--- src/hw/rtl/apw_pkg.sv ---
package apw_pkg;

  localparam int MAX_ROWS = 64;
  localparam int MAX_COLS = 64;
  localparam int MAX_POOL = 8;

  localparam int DEPTH  = MAX_ROWS * MAX_COLS;
  localparam int ADDR_W = (DEPTH > 1) ? $clog2(DEPTH) : 1;
  localparam int ROW_W  = (MAX_ROWS > 1) ? $clog2(MAX_ROWS) : 1;
  localparam int COL_W  = (MAX_COLS > 1) ? $clog2(MAX_COLS) : 1;

  // field and register widths
  localparam int SAMPLE_W = 16;
  localparam int POS_W    = 6;
  localparam int DIM_W    = 7;
  localparam int POOL_W   = 4;
  localparam int STEP_W   = 4;
  localparam int PAD_W    = 3;
  localparam int CFG_W    = 7;
  localparam int CFG_IDX_W = 3;

  // window coordinates: row * stride - pad spans -7 .. 945, signed
  localparam int PROD_W = POS_W + STEP_W;
  localparam int CO_W   = PROD_W + 2;
  // pool area up to 8 * 8 after clipping; the width holds 15 * 15
  localparam int AREA_W = 2 * POOL_W;
  localparam int SUM_W  = SAMPLE_W + ((MAX_POOL > 1) ? $clog2(MAX_POOL * MAX_POOL) : 0);
  localparam int CNT_W  = $clog2(SUM_W + 1);

  typedef enum logic [0:0] {
    OP_WRITE = 1'b0,
    OP_QUERY = 1'b1
  } op_e;

  typedef enum logic [CFG_IDX_W-1:0] {
    CFG_IN_HEIGHT   = 3'd0,
    CFG_IN_WIDTH    = 3'd1,
    CFG_POOL_HEIGHT = 3'd2,
    CFG_POOL_WIDTH  = 3'd3,
    CFG_STRIDE_ROWS = 3'd4,
    CFG_STRIDE_COLS = 3'd5,
    CFG_PAD_ROWS    = 3'd6,
    CFG_PAD_COLS    = 3'd7
  } cfg_index_e;

  typedef enum logic [2:0] {
    ST_IDLE,
    ST_SETUP,
    ST_READ,
    ST_DRAIN,
    ST_START,
    ST_DIV,
    ST_OUT
  } state_e;

  typedef struct packed {
    logic load_win;
    logic step;
    logic div_start;
    logic out_load;
  } apw_cmd_t;

  typedef struct packed {
    logic empty;
    logic last;
    logic div_done;
    logic out_free;
  } apw_status_t;

endpackage

--- src/hw/rtl/apw_ctrl.sv ---
module apw_ctrl import apw_pkg::*; (
  input  logic        clk_i,
  input  logic        rst_ni,
  input  logic        in_valid_i,
  input  logic        op_i,
  output logic        in_ready_o,
  input  apw_status_t status_i,
  output apw_cmd_t    cmd_o,
  output state_e      state_o
);

  state_e state_q, state_d;

  always_ff @(posedge clk_i or negedge rst_ni) begin
    if (!rst_ni) begin
      state_q <= ST_IDLE;
    end else begin
      state_q <= state_d;
    end
  end

  always_comb begin
    state_d = state_q;
    unique case (state_q)
      ST_IDLE: begin
        if (in_valid_i && op_i == OP_QUERY) state_d = ST_SETUP;
      end
      ST_SETUP: state_d = status_i.empty ? ST_START : ST_READ;
      ST_READ: begin
        if (status_i.last) state_d = ST_DRAIN;
      end
      ST_DRAIN: state_d = ST_START;
      ST_START: state_d = ST_DIV;
      ST_DIV: begin
        if (status_i.div_done) state_d = ST_OUT;
      end
      ST_OUT: begin
        if (status_i.out_free) state_d = ST_IDLE;
      end
      default: state_d = ST_IDLE;
    endcase
  end

  always_comb begin
    cmd_o      = '0;
    in_ready_o = 1'b0;
    unique case (state_q)
      ST_IDLE:  in_ready_o = 1'b1;
      ST_SETUP: cmd_o.load_win = 1'b1;
      ST_READ:  cmd_o.step = 1'b1;
      ST_DRAIN: ;
      ST_START: cmd_o.div_start = 1'b1;
      ST_DIV:   ;
      ST_OUT:   cmd_o.out_load = status_i.out_free;
      default:  ;
    endcase
  end

  assign state_o = state_q;

endmodule

--- config.mk ---
export PLATFORM = sky130hd
export DESIGN_NAME = apw_ctrl
export DESIGN_NICKNAME = d
export VERILOG_FILES = /design/src/hw/rtl/apw_pkg.sv /design/src/hw/rtl/apw_ctrl.sv
export SDC_FILE = /design/constraint.sdc
export NUM_CORES = 1
export LEC_CHECK = 0
export BUFFER_PORTS_ARGS = -buffer_cell sky130_fd_sc_hd__buf_2
export CELL_PAD_IN_SITES_DETAIL_PLACEMENT = 1
export CELL_PAD_IN_SITES_GLOBAL_PLACEMENT = 2
export CORE_AREA = 2 2 39 41
export DETAILED_ROUTE_END_ITERATION = 8
export DIE_AREA = 0 0 41 43
export PLACE_DENSITY_LB_ADDON = 0.05
export REMOVE_ABC_BUFFERS = 1
export SLEW_MARGIN = 20
export SYNTH_ARGS = -nofsm -noshare
export SYNTH_HDL_FRONTEND = slang
export SYNTH_SLANG_ARGS = --single-unit
--- constraint.sdc ---
create_clock -name clk_i -period 1.5 [get_ports clk_i]
set_input_delay 0.075 -clock clk_i [delete_from_list [all_inputs] [get_ports clk_i]]
set_output_delay 0.075 -clock clk_i [all_outputs]
set_load 0.05 [all_outputs]
After elaboration in Yosys (flattened, before gate mapping)

Cells that the tools add are included.

Bits in registers: 3
Word-level logic and storage cells: 25

Equality and inequality tests: 10
Mux-type cells: 11
Reduce and logical (&&, ||, !) cells: 3

Operators with widths:

| kind                                           | count |
|---|---|
| one-hot mux 3 bit (7 select lines)             | 1 |
| two-way mux 3 bit                              | 5 |
| == test 3 bit (second input constant)          | 3 |
| != test 2 bit (second input constant)          | 4 |
| == test 3 x 2 -> 1 bit (second input constant) | 2 |
| two-way mux 1 bit                              | 5 |
| AND reduction 4 bit                            | 1 |
| == test 3 x 1 -> 1 bit (second input constant) | 1 |
| logical NOT 3 bit                              | 1 |
| logical AND 1 bit                              | 1 |

Depth between registers and ports, before layout

Depth in word-level cells: 3
Depth in mapped cells: 3
Gate-level depth less buffers: 2

Least setup slack after synthesis

Ideal clock, no wire load.

Kind: register to register
Start: reg state_q[2] (netlist: state_o[2])
End: reg state_q[1] (netlist: state_o[1])
Setup time: 0.070 ns
Arrival: 2.224 ns
Setup slack: -0.794 ns
Stages on the path, launching flop included: 4
Clock period less this slack: 2.294 ns
Path through: dfrtp_1 -> buf_6 -> nor3b_1 -> or4_1

Word-level cells in the longest chain between the ends: 3
Elaborated cells between the ends (all ways): 13
Classes of those cells: eq/ne: 10; mux: 1; reduce/logical: 2

RTL lines:

| what                                           | RTL line       | text |
|---|---|---|
| start, declared                                | apw_ctrl.sv:12 | `state_e state_q, state_d;` |
| start signal, assigned                         | apw_ctrl.sv:18 | `state_q <= state_d;` |
| == test 3 x 2 -> 1 bit (tied with other cells) | apw_ctrl.sv:24 | `unique case (state_q)` |
| != test 2 bit (no line)                        | -              |  |
| AND reduction 4 bit (no line)                  | -              |  |

Parallel ways exist; a longest one is shown, timed or not.
A chain may end at the register's enable or synchronous reset.

==> run_summary.xml <==
<?xml version="1.0" encoding="UTF-8"?>
<metrics>
  <group name="run_status">
    <metric name="status" unit="">complete, no violations</metric>
  </group>
  <group name="global_routing">
    <metric name="globalRouteTotalUtil" unit="">0.0994</metric>
    <metric name="grt_antenna_before_repair" unit="">0</metric>
    <metric name="grt_max_degree" unit="">15</metric>
    <metric name="grt_pass1_wl" unit="microns">1170</metric>
    <metric name="first_global_vias" unit="">248</metric>
    <metric name="global_route.overflow_total" unit="">0</metric>
  </group>
  <group name="floorplanning">
    <metric name="die_height" unit="microns">43</metric>
    <metric name="die_width" unit="microns">41</metric>
    <metric name="core_area" unit="sq mm">0.00138</metric>
    <metric name="dieArea" unit="sq mm">0.00176</metric>
    <metric name="floorplan.initialDensity" unit="">0.171</metric>
    <metric name="rows" unit="">14</metric>
    <metric name="design.portCount" unit="">16</metric>
  </group>
  <group name="detailed_routing">
    <metric name="via_count" unit="">254</metric>
    <metric name="finalWirelength" unit="microns">738</metric>
    <metric name="topRoutingLayerUsed" unit="">met3</metric>
    <metric name="drc" unit="">0</metric>
    <metric name="drt_first_pass_iters" unit="">2</metric>
    <metric name="detail-route-antenna-nets" unit="">0</metric>
    <metric name="detailedRoute.firstIterationViolations" unit="">2</metric>
    <metric name="via_per_inst" unit="">4.38</metric>
    <metric name="wl_met1" unit="microns">372</metric>
    <metric name="met3WireLength" unit="microns">35</metric>
    <metric name="wl_per_cell" unit="microns">12.7</metric>
    <metric name="met2_routed_length" unit="microns">330</metric>
  </group>
  <group name="cts">
    <metric name="cts_htree_levels" unit="">1</metric>
    <metric name="clk_path_buf_depth" unit="">2</metric>
    <metric name="clock_tree_from_tritoncts" unit="">done</metric>
    <metric name="cts_sinks" unit="">3</metric>
    <metric name="clock_transition_time_at_the_flip_flop_clock_pins_of_the_worst_setup_and_hold_paths" unit="ns">0.04</metric>
    <metric name="postCtsSetupRepairBufs" unit="">0</metric>
    <metric name="worstSkewPairLatency" unit="ns">0.23</metric>
    <metric name="tritoncts.num_buffers" unit="">3</metric>
    <metric name="cts_root_buf" unit="">clkbuf_4</metric>
  </group>
  <group name="synthesis">
    <metric name="synthCells" unit="">23</metric>
    <metric name="netlist_area" unit="sq um">236</metric>
    <metric name="synthesis_warning_total" unit="">0</metric>
    <metric name="post_synth.cell_area_avg" unit="sq um">10.3</metric>
    <metric name="yosys.cell_types.count" unit="">16</metric>
    <metric name="sequential_element_share_of_the_synthesized_area" unit="">0.317</metric>
    <metric name="number_of_flip_flops_and_latches_in_the_synthesized_netlist" unit="">3</metric>
  </group>
  <group name="setup_path">
    <metric name="r2r_end" unit="">state_o[1]</metric>
    <metric name="required" unit="ns">1.42</metric>
    <metric name="worstRegToRegCells" unit="">2</metric>
    <metric name="start_kind" unit="">flip-flop</metric>
    <metric name="critPathKind" unit="">reg2out</metric>
    <metric name="crit_path_end_kind" unit="">primary output</metric>
    <metric name="worst_flop_to_flop_path_startpoint" unit="">state_o[0]</metric>
    <metric name="timing.critical_path.arrival" unit="ns">1.34</metric>
    <metric name="cp_max_fo" unit="">14</metric>
    <metric name="ff2ff_setup_slack" unit="ns">0.16</metric>
  </group>
  <group name="finish">
    <metric name="insertedDiodeCount" unit="">0</metric>
    <metric name="final_cell_mix" unit="">buf_2, clkbuf_4, nor3b_1</metric>
    <metric name="largest_register_ff_count" unit="">3</metric>
    <metric name="areaGrowthSynthToFinish" unit="%">54.5</metric>
    <metric name="num-nets-final" unit="">51</metric>
    <metric name="finalInstanceArea" unit="sq um">365</metric>
    <metric name="final_common_cell" unit="">buf_2</metric>
    <metric name="fraction_of_layout_cells_with_a_size_suffix_above_1" unit="">0.500</metric>
  </group>
  <group name="timing">
    <metric name="max_freq" unit="MHz">706</metric>
    <metric name="setup_total_negative_slack" unit="ns">0</metric>
    <metric name="timing.final.max_slew_violations" unit="">0</metric>
    <metric name="worst_slew_pin_slew" unit="ns">0.389</metric>
    <metric name="final_critical_path_time_including_i_o_delays_and_setup" unit="ns">1.42</metric>
    <metric name="setup_viol" unit="">0</metric>
    <metric name="min_period_over_period" unit="">0.944</metric>
    <metric name="slew_headroom" unit="">0.741</metric>
    <metric name="finClkSkew" unit="ns">0.0000271</metric>
    <metric name="setup_repair_after_global_routing_missed_its_margin" unit="">no</metric>
    <metric name="report.final.hold_viol_count" unit="">0</metric>
  </group>
  <group name="job">
    <metric name="max-cap-violations" unit="">0</metric>
  </group>
  <group name="min_path">
    <metric name="worstHoldEndpoint" unit="">state_o[2]</metric>
    <metric name="worst_hold_path_type" unit="">in2reg</metric>
    <metric name="hold_path_cells" unit="">3</metric>
    <metric name="hp-start" unit="">status_i[0]</metric>
  </group>
  <group name="place">
    <metric name="placed_area" unit="sq um">319</metric>
    <metric name="gp_congestion" unit="">0.640</metric>
    <metric name="portBuffers" unit="">15</metric>
    <metric name="place_hpwl" unit="microns">556</metric>
  </group>
</metrics>
==> per-stage QoR <==
| step | util | hold WS, ns | cells | setup slack, ns |
|---|---|---|---|---|
| 2_1_floorplan | - | -0.221 | 20 | -0.843 |
| 3_3_place_gp | 0.231 | -0.126 | 53 | 0.192 |
| 3_5_place_dp | 0.231 | -0.123 | 53 | 0.141 |
| 4_1_cts | 0.259 | 0.145 | 58 | 0.0414 |
| 5_1_grt | 0.264 | 0.156 | 58 | 0.0107 |
| 6_report | 0.264 | 0.155 | 58 | 0.0840 |
==> metal layers <==
metal,GRT usage,vias up
met2,0.122,10
met3,0.0314,0
met5,0,-
li1,-,127
met4,0.0600,0
met1,0.145,117
==> cell usage after synthesis, drive strengths merged <==
| cell type | instances | area share |
|---|---|---|
| a211o | 1 | 0.037 |
| nand2 | 1 | 0.016 |
| nor4b | 1 | 0.037 |
| and4b | 2 | 0.085 |
| buf | 3 | 0.12 |
| mux2i | 1 | 0.042 |
| dfrtp | 3 | 0.32 |
| nor3b | 3 | 0.095 |
| and4bb | 1 | 0.053 |
| nor4bb | 1 | 0.042 |
| o21a | 1 | 0.032 |
| nor2b | 2 | 0.053 |
| nor3 | 1 | 0.021 |
| or4 | 1 | 0.032 |
| o21ai | 1 | 0.021 |
==> final cells by class <==
class	count	area (sq um)
clock buffers	4	26.3
well taps	16	20.0
repair buffers	18	109
fillers	174	1020
flip-flops and latches	3	76.3
multi-input cells	17	134
==> timing repair <==
item / in CTS / in global routing
resized for setup: 1 / 3
endpoints found under the setup margin: 1 / 2
endpoints found under the hold margin: 3 / 0
hold buffers: 1 / 0
pin swaps: 0 / 0
==> cell families after synthesis <==
group                  synth area share
AND/OR/NAND/NOR                   0.434
AO/OA/AOI/OAI                    0.0899
flip-flops                        0.317
buffers and inverters             0.116
multiplexers                     0.0423
==> critical path, cell delays in order, from the launching register on <==
cell and delay (ns):
dfrtp_1 0.51, nor3b_1 0.31, clkbuf_4 0.29
==> how the worst max path moves through the flow <==
stage / from / endpoint / slack (ns) / cells after the start
final: state_o[0] / cmd_o[2] / 0.08 / 2
after global routing: state_o[0] / cmd_o[2] / 0.01 / 2
after CTS: state_o[1] / cmd_o[1] / 0.04 / 4
after detailed placement: state_o[0] / state_o[1] / 0.14 / 2
after global placement: state_o[0] / state_o[1] / 0.19 / 2
after floorplan: state_o[1] / state_o[1] / -0.84 / 2
Power is not shown: default switching activity piles up to over one toggle a cycle in this logic, so the estimate is an artifact.
